--- src/rtl/core/lbc_pkg.sv ---
package lbc_pkg;

  localparam int unsigned CHAN_W = 8;
  localparam int unsigned OPAC_W = 9;
  localparam int unsigned MODE_W = 3;
  localparam int unsigned NUM_LANES = 4;

  localparam logic [CHAN_W-1:0] CHAN_MAX     = 8'd255;
  localparam logic [OPAC_W-1:0] FULL_OPACITY = 9'd256;

  localparam logic [MODE_W-1:0] MODE_NORMAL   = 3'd0;
  localparam logic [MODE_W-1:0] MODE_MULTIPLY = 3'd1;
  localparam logic [MODE_W-1:0] MODE_SCREEN   = 3'd2;
  localparam logic [MODE_W-1:0] MODE_OVERLAY  = 3'd3;
  localparam logic [MODE_W-1:0] MODE_ADD      = 3'd4;
  localparam logic [MODE_W-1:0] MODE_SUBTRACT = 3'd5;
  localparam logic [MODE_W-1:0] MODE_LAST     = MODE_SUBTRACT;

  localparam logic CFG_BLEND_MODE = 1'b0;
  localparam logic CFG_OPACITY    = 1'b1;

  typedef logic [CHAN_W-1:0] chan_t;

  // Stage load enables shared by all lanes.
  typedef struct packed {
    logic ld0;
    logic ld1;
  } lane_ctrl_t;

  typedef struct packed {
    chan_t mix;
    chan_t src;
    chan_t dst;
  } lane_result_t;

  typedef struct packed {
    logic load;
    logic op_zero;
    logic pass_src;
  } merge_ctrl_t;

endpackage

--- src/rtl/core/lbc_lane.sv ---
module lbc_lane (
  input  logic                        clk,
  input  lbc_pkg::lane_ctrl_t         ctrl,
  input  logic [lbc_pkg::MODE_W-1:0]  mode,
  input  logic [lbc_pkg::OPAC_W-1:0]  op,
  input  lbc_pkg::chan_t              src,
  input  lbc_pkg::chan_t              dst,
  output lbc_pkg::lane_result_t       result
);

  // Stage 0: operand select and 8x8 product
  lbc_pkg::chan_t  opa;
  lbc_pkg::chan_t  opb;
  logic            dbl;
  logic            comp;

  logic [15:0]     prod_r;
  logic            dbl_r;
  logic            comp_r;
  lbc_pkg::chan_t  s0_r;
  lbc_pkg::chan_t  d0_r;

  always_comb begin
    opa  = src;
    opb  = dst;
    dbl  = 1'b0;
    comp = 1'b0;
    case (mode)
      lbc_pkg::MODE_SCREEN: begin
        opa  = ~src;
        opb  = ~dst;
        comp = 1'b1;
      end
      lbc_pkg::MODE_OVERLAY: begin
        dbl = 1'b1;
        if (dst[7]) begin
          opa  = ~src;
          opb  = ~dst;
          comp = 1'b1;
        end
      end
      default: begin
        opa = src;
        opb = dst;
      end
    endcase
  end

  always_ff @(posedge clk) begin
    if (ctrl.ld0) begin
      prod_r <= opa * opb;
      dbl_r  <= dbl;
      comp_r <= comp;
      s0_r   <= src;
      d0_r   <= dst;
    end
  end

  // Stage 1: divide by 255 and pick the mode result
  logic [16:0]     x;
  logic [8:0]      q0;
  logic [9:0]      r0;
  logic [8:0]      q;
  lbc_pkg::chan_t  m_div;
  logic [8:0]      sum;
  lbc_pkg::chan_t  m_add;
  lbc_pkg::chan_t  m_sub;
  lbc_pkg::chan_t  m_nxt;

  lbc_pkg::chan_t  m1_r;
  lbc_pkg::chan_t  s1_r;
  lbc_pkg::chan_t  d1_r;

  always_comb begin
    x  = dbl_r ? {prod_r, 1'b0} : {1'b0, prod_r};
    // x/256 undershoots x/255; the remainder stays below three times 255
    q0 = x[16:8];
    r0 = {2'b00, x[7:0]} + {1'b0, q0};
    q  = q0 + {8'd0, (r0 >= 10'd255)} + {8'd0, (r0 >= 10'd510)};
    m_div = comp_r ? ~q[7:0] : q[7:0];
    sum   = {1'b0, s0_r} + {1'b0, d0_r};
    m_add = sum[8] ? lbc_pkg::CHAN_MAX : sum[7:0];
    m_sub = (s0_r > d0_r) ? (s0_r - d0_r) : '0;
    case (mode) inside
      lbc_pkg::MODE_NORMAL:                                           m_nxt = s0_r;
      lbc_pkg::MODE_MULTIPLY, lbc_pkg::MODE_SCREEN, lbc_pkg::MODE_OVERLAY: m_nxt = m_div;
      lbc_pkg::MODE_ADD:                                              m_nxt = m_add;
      default:                                                        m_nxt = m_sub;
    endcase
  end

  always_ff @(posedge clk) begin
    if (ctrl.ld1) begin
      m1_r <= m_nxt;
      s1_r <= s0_r;
      d1_r <= d0_r;
    end
  end

  // Opacity mix: d*256 + (m - d)*op, one signed multiply
  logic signed [8:0]  diff;
  logic signed [9:0]  op_s;
  logic signed [18:0] mprod;
  logic signed [19:0] acc;

  always_comb begin
    diff  = $signed({1'b0, m1_r}) - $signed({1'b0, d1_r});
    op_s  = $signed({1'b0, op});
    mprod = diff * op_s;
    acc   = $signed({4'b0000, d1_r, 8'h00}) + $signed({mprod[18], mprod});
  end

  assign result.mix = acc[15:8];
  assign result.src = s1_r;
  assign result.dst = d1_r;

endmodule

--- src/rtl/core/lbc_merge.sv ---
module lbc_merge (
  input  logic                  clk,
  input  lbc_pkg::merge_ctrl_t  ctrl,
  input  lbc_pkg::lane_result_t lane_res [lbc_pkg::NUM_LANES],
  output lbc_pkg::chan_t        pix_r [lbc_pkg::NUM_LANES]
);

  lbc_pkg::chan_t pix_nxt [lbc_pkg::NUM_LANES];

  always_comb begin
    for (int i = 0; i < lbc_pkg::NUM_LANES; i++) begin
      if (ctrl.op_zero) begin
        pix_nxt[i] = lane_res[i].dst;
      end else if (ctrl.pass_src) begin
        pix_nxt[i] = lane_res[i].src;
      end else begin
        pix_nxt[i] = lane_res[i].mix;
      end
    end
  end

  always_ff @(posedge clk) begin
    if (ctrl.load) begin
      pix_r <= pix_nxt;
    end
  end

endmodule

--- src/rtl/core/layer_blend_compositor_top.sv ---
// Layer blend compositor: one RGBA8 source pixel over one destination pixel.
// An accepted request passes through the two lane stages and the output
// register before its result is valid. Throughput: one pixel per cycle while
// out_stall is low, set by the four channel lanes each holding one multiply per stage.
// Reset (rst_n low, synchronous) empties the pipeline and sets blend mode to
// normal and opacity to 256.
module layer_blend_compositor_top (
  input  logic                        clk,
  input  logic                        rst_n,
  input  logic                        cfg_wr_en,
  input  logic                        cfg_index,
  input  logic [lbc_pkg::OPAC_W-1:0]  cfg_wdata,
  input  logic                        in_valid,
  output logic                        in_stall,
  input  logic [7:0]                  in_src_red,
  input  logic [7:0]                  in_src_green,
  input  logic [7:0]                  in_src_blue,
  input  logic [7:0]                  in_src_alpha,
  input  logic [7:0]                  in_dst_red,
  input  logic [7:0]                  in_dst_green,
  input  logic [7:0]                  in_dst_blue,
  input  logic [7:0]                  in_dst_alpha,
  output logic                        out_valid,
  input  logic                        out_stall,
  output logic [7:0]                  out_red,
  output logic [7:0]                  out_green,
  output logic [7:0]                  out_blue,
  output logic [7:0]                  out_alpha
);

  logic [lbc_pkg::MODE_W-1:0] mode_r;
  logic [lbc_pkg::OPAC_W-1:0] opac_r;
  logic [lbc_pkg::OPAC_W-1:0] op;

  always_ff @(posedge clk) begin
    if (!rst_n) begin
      mode_r <= lbc_pkg::MODE_NORMAL;
      opac_r <= lbc_pkg::FULL_OPACITY;
    end else if (cfg_wr_en) begin
      unique case (cfg_index)
        lbc_pkg::CFG_BLEND_MODE: mode_r <= cfg_wdata[lbc_pkg::MODE_W-1:0];
        lbc_pkg::CFG_OPACITY:    opac_r <= cfg_wdata;
        default:                 mode_r <= mode_r;
      endcase
    end
  end

  assign op = (opac_r > lbc_pkg::FULL_OPACITY) ? lbc_pkg::FULL_OPACITY : opac_r;

  // Pipeline occupancy; a stage advances when the next one is empty or moving
  logic v0_r, v1_r, ov_r;
  logic v0_nxt, v1_nxt, ov_nxt;
  logic out_free, adv0, adv1, s0_free, s1_free, in_acc;

  always_comb begin
    out_free = !ov_r || !out_stall;
    adv1     = v1_r && out_free;
    s1_free  = !v1_r || adv1;
    adv0     = v0_r && s1_free;
    s0_free  = !v0_r || adv0;
    in_acc   = in_valid && s0_free;
    v0_nxt   = in_acc ? 1'b1 : (adv0 ? 1'b0 : v0_r);
    v1_nxt   = adv0 ? 1'b1 : (adv1 ? 1'b0 : v1_r);
    ov_nxt   = adv1 ? 1'b1 : ((ov_r && !out_stall) ? 1'b0 : ov_r);
  end

  always_ff @(posedge clk) begin
    if (!rst_n) begin
      v0_r <= 1'b0;
      v1_r <= 1'b0;
      ov_r <= 1'b0;
    end else begin
      v0_r <= v0_nxt;
      v1_r <= v1_nxt;
      ov_r <= ov_nxt;
    end
  end

  assign in_stall  = !s0_free;
  assign out_valid = ov_r;

  lbc_pkg::lane_ctrl_t   lane_ctrl;
  lbc_pkg::merge_ctrl_t  merge_ctrl;
  lbc_pkg::lane_result_t lane_res [lbc_pkg::NUM_LANES];
  lbc_pkg::chan_t        lane_src [lbc_pkg::NUM_LANES];
  lbc_pkg::chan_t        lane_dst [lbc_pkg::NUM_LANES];
  lbc_pkg::chan_t        pix      [lbc_pkg::NUM_LANES];

  assign lane_ctrl.ld0 = in_acc;
  assign lane_ctrl.ld1 = adv0;

  assign merge_ctrl.load     = adv1;
  assign merge_ctrl.op_zero  = (op == '0);
  assign merge_ctrl.pass_src = (mode_r > lbc_pkg::MODE_LAST);

  assign lane_src[0] = in_src_red;
  assign lane_src[1] = in_src_green;
  assign lane_src[2] = in_src_blue;
  assign lane_src[3] = in_src_alpha;
  assign lane_dst[0] = in_dst_red;
  assign lane_dst[1] = in_dst_green;
  assign lane_dst[2] = in_dst_blue;
  assign lane_dst[3] = in_dst_alpha;

  for (genvar g = 0; g < lbc_pkg::NUM_LANES - 1; g++) begin : g_color
    lbc_lane u_lane (
      .clk    (clk),
      .ctrl   (lane_ctrl),
      .mode   (mode_r),
      .op     (op),
      .src    (lane_src[g]),
      .dst    (lane_dst[g]),
      .result (lane_res[g])
    );
  end

  // Alpha always takes the source alpha before the mix
  lbc_lane u_lane_alpha (
    .clk    (clk),
    .ctrl   (lane_ctrl),
    .mode   (lbc_pkg::MODE_NORMAL),
    .op     (op),
    .src    (lane_src[lbc_pkg::NUM_LANES-1]),
    .dst    (lane_dst[lbc_pkg::NUM_LANES-1]),
    .result (lane_res[lbc_pkg::NUM_LANES-1])
  );

  lbc_merge u_merge (
    .clk      (clk),
    .ctrl     (merge_ctrl),
    .lane_res (lane_res),
    .pix_r    (pix)
  );

  assign out_red   = pix[0];
  assign out_green = pix[1];
  assign out_blue  = pix[2];
  assign out_alpha = pix[3];

endmodule
--- config.mk ---
export PLATFORM = sky130hd
export DESIGN_NAME = layer_blend_compositor_top
export DESIGN_NICKNAME = d
export VERILOG_FILES = /design/src/rtl/core/lbc_pkg.sv /design/src/rtl/core/lbc_lane.sv /design/src/rtl/core/lbc_merge.sv /design/src/rtl/core/layer_blend_compositor_top.sv
export SDC_FILE = /design/constraint.sdc
export NUM_CORES = 2
export LEC_CHECK = 0
export ABC_CLOCK_PERIOD_IN_PS = 8350
export BUFFER_PORTS_ARGS = -buffer_cell sky130_fd_sc_hd__buf_2
export CAP_MARGIN = 20
export CORE_MARGIN = 2
export CORE_UTILIZATION = 50
export DETAILED_ROUTE_END_ITERATION = 8
export GPL_ROUTABILITY_DRIVEN = 1
export PLACE_DENSITY_LB_ADDON = 0.12
export SYNTH_ARGS = -nofsm -noshare
export SYNTH_HDL_FRONTEND = slang
export SYNTH_SLANG_ARGS = --single-unit
--- constraint.sdc ---
create_clock -name clk -period 8.35 [get_ports clk]
set_clock_uncertainty 0.05 [all_clocks]
set_input_delay 1.67 -clock clk [delete_from_list [all_inputs] [get_ports clk]]
set_output_delay 1.67 -clock clk [all_outputs]
set_load 0.01 [all_outputs]
### Yosys cells after proc, flatten, opt, wreduce, memory -nomap -nowiden

Cells that the tools add are included.

* output and inout bits: 34
* register bits after elaboration: 251

* magnitude comparators: 11
* bitwise gates (word level): 10
* mux-type cells: 55
* equality and inequality tests: 4
* add/subtract/negate cells: 23
* reduce and logical (&&, ||, !) cells: 20
* multipliers: 7

Operators by type and width (count)
* $mux W8: 32
* $pmux W8 S2: 6
* $not A8 Y8: 9
* $add A16 B16 Y16: 4
* $mul A9 B10 Y16: 4
* $mux W17: 3
* $add A8 B1 Y8: 6
* $mul A8 B8 Y16: 3
* $sub A8 B8 Y9: 4
* $add A8 B9 Y10: 3
* $ge A10 B8 Y1 const B: 3
* $ge A10 B9 Y1 const B: 3
* $add A8 B8 Y9: 3
* $gt A8 B8 Y1: 3
* $sub A8 B8 Y8: 3
* $mux W1: 10
* $gt A9 B9 Y1 const B: 1
* $logic_not A9 Y1: 1
* $mux W9: 1
* $eq A3 B2 Y1 const B: 2
* $pmux W1 S2: 3
* $reduce_bool A2 Y1: 3
* $logic_not A1 Y1: 5
* $logic_and A1 B1 Y1: 4
* other kinds (8): 11

### Depth between registers and ports, before layout

* depth after elaboration: 9
* depth in mapped cells: 27

### Cells and area by module

Synthesis repeated with hierarchy kept, for this count alone.

* cells, all modules: 4060
* area, all modules: 37579.8 µm²

By module, submodules not included
* lbc_lane at g_color[0].u_lane ...: area each 8774.7 µm², cells an instance 954, times used 2
* lbc_lane at g_color[2].u_lane: area each 8829.7 µm², cells an instance 970, times used 1
* lbc_lane at u_lane_alpha: area each 8824.7 µm², cells an instance 965, times used 1
* lbc_merge: area each 1675.4 µm², cells an instance 139, times used 1
* layer_blend_compositor_top: area each 700.7 µm², cells an instance 78, times used 1

### Worst setup path before layout

OpenSTA, ideal clock, no wires.

* kind: input port to flip-flop
* start: input out_stall
* end: register g_color[0].u_lane.comp_r, enable pin
* cell stages on the path: 3
* data arrival time: 7198 ps
* path slack: 497 ps
* buffers on the path: 0
* cell sequence: and3_1 -> and2_1 -> nor2b_1

* cells in the longest elaborated chain, start to end: 7

Ends and longest elaborated chain
* start, declared: line layer_blend_compositor_top.sv:24 `input logic out_stall,`
* $logic_not A1 Y1: line layer_blend_compositor_top.sv:56 `out_free = !ov_r || !out_stall;`
* $logic_or A1 B1 Y1: line layer_blend_compositor_top.sv:56
* $logic_and A1 B1 Y1: line layer_blend_compositor_top.sv:57 `adv1 = v1_r && out_free;`
* $logic_or A1 B1 Y1: line layer_blend_compositor_top.sv:58 `s1_free = !v1_r || adv1;`
* $logic_and A1 B1 Y1: line layer_blend_compositor_top.sv:59 `adv0 = v0_r && s1_free;`
* $logic_or A1 B1 Y1: line layer_blend_compositor_top.sv:60 `s0_free = !v0_r || adv0;`
* $logic_and A1 B1 Y1: line layer_blend_compositor_top.sv:61 `in_acc = in_valid && s0_free;`
* via in_acc: line layer_blend_compositor_top.sv:53 `logic out_free, adv0, adv1, s0_free, s1_free, in_acc;`
* end signal, assigned: line lbc_lane.sv:53 `comp_r <= comp;`
* end, declared: line lbc_lane.sv:19 `logic comp_r;`

The timed path passes the listed nets, and every way through them passes these cells.
A chain may end at the register's enable or synchronous reset.

==> results <==
- The capture point of the critical path is u_merge.pix_r[31]$_DFFE_PP_.
- The number of flops mapped to enable cells by yosys is about 240.
- The share of flip-flops with an asynchronous set or reset is 0%.
- In this run the tightest slew margin relative to its limit is between 30% and 40%.
- In this run the worst hold path is classified as register to register.
- The type of origin of the critical path is a register.
- The first detailed-routing pass took 7 iterations.
- The CTS tree is yes.
- The internal power contribution is a little under 5 mW.
- The mapped cell area is 0.0323 mm2.
- The critical path startpoint is g_color[0].u_lane.d1_r[0]$_DFFE_PP_.
- The starting DRC count in detailed routing is roughly 1500.
- The synthesized design contains around 250 register bits.
- Counting instances, the worst hold path has a depth of 0.
- The number of setup buffers added after CTS is 0.
- After detailed routing, the number of vias per cell comes to 5.49.
- The weighted congestion at the end of routability-driven global placement is 0.926.
- The share of post-route cells with drive strength above 1 is about 8.7%.
- CTS built an H-tree with a depth of 1.
- In this run, post-CTS hold repair placed 0 buffers.
- The buffer type at the clock tree root is sky130_fd_sc_hd__clkbuf_16.
- The portion of total power attributed to combinational logic is approximately three fifths.
- Setup repair after global routing left no endpoint under its margin.
- Across the run, the number of max-cap violations was 0.
- Hold timing on the final database bottoms out at a slack of about 370 ps.
- Clock-pin slew was measured on the worst setup and hold paths at roughly 70 ps.
- The final worst-path cycle share is a little over four fifths.
- The detailed-placement wirelength estimate is between 60000 and 70000 um.
- The maximum clock path buffer count is 3.
- After floorplanning, the core was divided into between 90 and 100 placement rows.
- The sequential element share of the synthesized area is 22.9%.
- The part of the power in registers is between 20 and 25%.
- The remaining antenna violation count is 0.
- The critical path in this run is classified as register to register.
- In this run the tool buffered the top-level ports with 112 buffer cells.
- The largest individual stage delay along the critical path comes from the cell sky130_fd_sc_hd__fa_1.
- The wire length of the first global-routing pass is 132000 um.
- The worst-path maximum fanout is 6.
- The detailed router placed between 20000 and 25000 vias in this run.
- After detailed placement, the total cell area comes to between 0.03 and 0.04 mm2.
- The run finished with clean final reports.
- The data required time at the worst endpoint is between 8000 and 9000 ps.
- The depth of the most critical reg-to-reg path is 24.
- The final number of hold-violating endpoints came to 0.
- The dominant delay contributor by cell family on the critical path is adder cells.
- VDD sags by at most 0.143 mV.
- Setup violations remaining at the end of the flow were counted as 0.
- The max-slew violation count is 0.
- The power share of the clock group is around 16%.
- The finished cells cover approximately 0.035 mm2.
- The initial antenna violation count is 3.
- At the pin with the least slew margin, the transition time is around 1000 ps.
- The cell area power density is 243 mW/mm2.
- The endpoint identified for the worst register-to-register timing path is u_merge.pix_r[31]$_DFFE_PP_.
- The later pin in the worst-skew pair is clocked with a latency of 600 ps.
- The post-synthesis instance total is around 3600.
- In this run the number of cells on the critical path is 24.
- Data on the critical path arrives at its endpoint at roughly 7400 ps.
- The largest net degree at the start of global routing is 79.
- During synthesis, Yosys emitted a total of 0 warnings.
- Wires add up to 81100 um.
- The initial utilization of the core area, before any placement, comes to roughly half.
- The worst path buffer plus inverter count is 2.
- The stage delay of the slowest cell on the critical path is roughly 500 ps.
- After the last flow step, the layout net total stands at 4372.
- The area growth from synthesis to final layout is 7.51%.
- The most numerous cell type found on the critical path is sky130_fd_sc_hd__fa_1.
- For this run, the top clock speed supported by timing is between 100 and 150 MHz.
- For flop-to-flop paths, the worst setup slack is 1320 ps.
- The switching power is roughly 3.6 mW.
- The leftover overflow at the end of global routing is 0.
- Traced cell by cell, the critical path runs through ha_1, fa_1, nand2b_1, a21oi_1, o311a_1, o21ai_0, nand2b_1, inv_1, nand2_1, fa_1, fa_1, inv_1, fa_1, fa_1, fa_1, ha_1, a21o_1, a21oi_1, nand4bb_1, a31oi_1, o21bai_1, xnor2_1, xnor2_1, a221oi_1.
- The final sum of negative setup slack is 0 ps.
- The net count of the mapped netlist is about 4300.
- Global routing used between 20% and 30% of the available tracks across all layers.
- The source of the worst register-to-register timing path is g_color[0].u_lane.d1_r[0]$_DFFE_PP_.
- The y dimension of the die is ~260 um.
- Of the total power, the share spent switching nets is roughly 43%.
- Once the clock tree was built, the resizer swapped 0 gates to a different size.
- Clock tree synthesis inserted a total of 30 buffers.
- The per-instance average area after synthesis is 9.08 um2.
- The core outline area is 0.0641 mm2.
- The number of global-route vias before repair is 24800.
- The clock net in this run drives a total of 251 sinks.
- The post-detailed-route DRC marker count is 0.
- The mean routed wirelength per cell is about 18 um.
- Among all flip-flop cells after synthesis, the most frequent one is sky130_fd_sc_hd__edfxtp_1.
- The worst setup path is captured at a register.
- In this run the static leakage power is around 16 nW.
- In this run the count of I/O pins placed on the die edge is 113.
- The width of the chip is ~260 um.
- The post-synthesis cell type count is between 80 and 90.
- The die covers 0.0666 mm2.
- For the finished layout, the period the worst path requires is roughly 7000 ps.
area by class of cell:
class / count / area [um2]
fill: 5862 / 29400
multi-input combinational: 2605 / 22300
sequential: 251 / 7390
inverter: 564 / 2120
tap: 855 / 1070
timing repair buffer: 146 / 816
clock buffer: 30 / 751
clock inverter: 22 / 253
antenna: 1 / 2.50
registers in the layout (all words and copies together) (netlist names):
register,cells
u_lane_alpha.s0_r,8
g_color.u_lane.s0_r,24
u_lane_alpha.d0_r,8
v1_r,1
g_color.u_lane.d1_r,24
g_color.u_lane.s1_r,24
u_lane_alpha.d1_r,8
g_color.u_lane.m1_r,24
g_color.u_lane.comp_r,3
g_color.u_lane.d0_r,24
out_valid,1
g_color.u_lane.dbl_r,1
u_lane_alpha.m1_r,8
mode_r,3
u_merge.pix_r,32
g_color.u_lane.prod_r,48
opac_r,9
v0_r,1
worst min-delay path by stage:
stage / start / endpoint
finish: u_lane_alpha.d0_r[4]$_DFFE_PP_ / u_lane_alpha.d1_r[4]$_DFFE_PP_
global route: u_lane_alpha.s0_r[2]$_DFFE_PP_ / u_lane_alpha.m1_r[2]$_DFFE_PP_
CTS: u_lane_alpha.s0_r[3]$_DFFE_PP_ / u_lane_alpha.m1_r[3]$_DFFE_PP_
detailed placement: u_lane_alpha.s0_r[3]$_DFFE_PP_ / u_lane_alpha.m1_r[3]$_DFFE_PP_
global placement: u_lane_alpha.d0_r[4]$_DFFE_PP_ / u_lane_alpha.d1_r[4]$_DFFE_PP_
floorplan: u_lane_alpha.d0_r[0]$_DFFE_PP_ / u_lane_alpha.d1_r[0]$_DFFE_PP_
placed cells by master (no fill, tap or decap), types with 44 or more instances in the layout:
| cell type | instances |
|---|---|
| sky130_fd_sc_hd__edfxtp_1 | 236 |
| sky130_fd_sc_hd__inv_1 | 562 |
| sky130_fd_sc_hd__nor3_1 | 64 |
| sky130_fd_sc_hd__buf_2 | 112 |
| sky130_fd_sc_hd__nor2_1 | 334 |
| sky130_fd_sc_hd__fa_1 | 348 |
| sky130_fd_sc_hd__xnor2_1 | 129 |
| sky130_fd_sc_hd__a21oi_1 | 178 |
| sky130_fd_sc_hd__mux2_2 | 44 |
| sky130_fd_sc_hd__nand3_1 | 64 |
| sky130_fd_sc_hd__nand2_1 | 331 |
| sky130_fd_sc_hd__nand2b_1 | 81 |
| sky130_fd_sc_hd__o21ai_0 | 167 |
| sky130_fd_sc_hd__ha_1 | 347 |
power groups by stage:
| stage | Clock, mW | Sequential [mW] | Combinational (mW) |
|---|---|---|---|
| 2_1_floorplan | 0 | 1.89 | 3.99 |
| 3_3_place_gp | 0 | 1.92 | 5.08 |
| 3_5_place_dp | 0 | 1.93 | 5.17 |
| 4_1_cts | 1.37 | 1.90 | 5.22 |
| 5_1_grt | 1.42 | 1.92 | 5.90 |
| 6_report | 1.34 | 1.90 | 5.20 |
worst reg2reg max path: cells and delay by family, from the launching register on:
family	cells	cell delay (ps)
xor gates and xnor gates	2	270
AOI/OAI and AO/OA	8	1790
buffers and inverters	2	220
DFF	1	500
and+or+nand+nor	4	700
adders and majority gates	8	3300
logic make-up (layout without fill, tap and decap cells):
kind of cell / count (synthesis) / in the layout / share of synthesized area (%)
buffers and inverters: 701 / 762 / 8.17
XOR/XNOR: 176 / 176 / 5.11
multiplexers: 57 / 57 / 1.98
adder cells (fa/ha/maj): 695 / 695 / 35.0
other: 0 / 1 / 0
AND/OR/NAND/NOR: 1093 / 1093 / 15.7
flip-flops: 251 / 251 / 22.9
AO/OA/AOI/OAI: 584 / 584 / 11.1
through the flow:
step / worst slack [ps] / utilization, % / instances / power [mW]
after floorplan: 497 / - / 3557 / 5.88
after global placement: 1440 / 52.6 / 4421 / 7.00
after detailed placement: 1350 / 52.6 / 4421 / 7.10
after CTS: 1350 / 54.2 / 4473 / 8.49
after global routing: 883 / 54.2 / 4474 / 9.24
final: 1320 / 54.2 / 4474 / 8.43
Yosys cell counts, types with 42 or more instances:
master | instances | area (um2)
sky130_fd_sc_hd__nand2b_1 | 81 | 507
sky130_fd_sc_hd__nor3_1 | 64 | 320
sky130_fd_sc_hd__inv_1 | 562 | 2110
sky130_fd_sc_hd__or2_2 | 42 | 263
sky130_fd_sc_hd__ha_1 | 347 | 4340
sky130_fd_sc_hd__a21oi_1 | 178 | 891
sky130_fd_sc_hd__o21ai_0 | 168 | 841
sky130_fd_sc_hd__fa_1 | 348 | 6970
sky130_fd_sc_hd__nand2_1 | 332 | 1250
sky130_fd_sc_hd__and2_1 | 44 | 275
sky130_fd_sc_hd__nand3_1 | 65 | 325
sky130_fd_sc_hd__clkbuf_1 | 125 | 469
sky130_fd_sc_hd__mux2_2 | 44 | 495
sky130_fd_sc_hd__edfxtp_1 | 236 | 7090
sky130_fd_sc_hd__xnor2_1 | 129 | 1130
sky130_fd_sc_hd__nor2_1 | 334 | 1250
per-layer routing:
layer	share of wire, %	vias up	wire length, um	GRT usage (%)
met5	0	-	0	0
met4	2.1	0	1710	5.78
met3	5.2	106	4220	2.61
met2	47	675	38200	41.0
met1	46	12000	37000	34.8
li1	-	11800	-	-
Note: power is estimated with default switching activity, not from simulation.
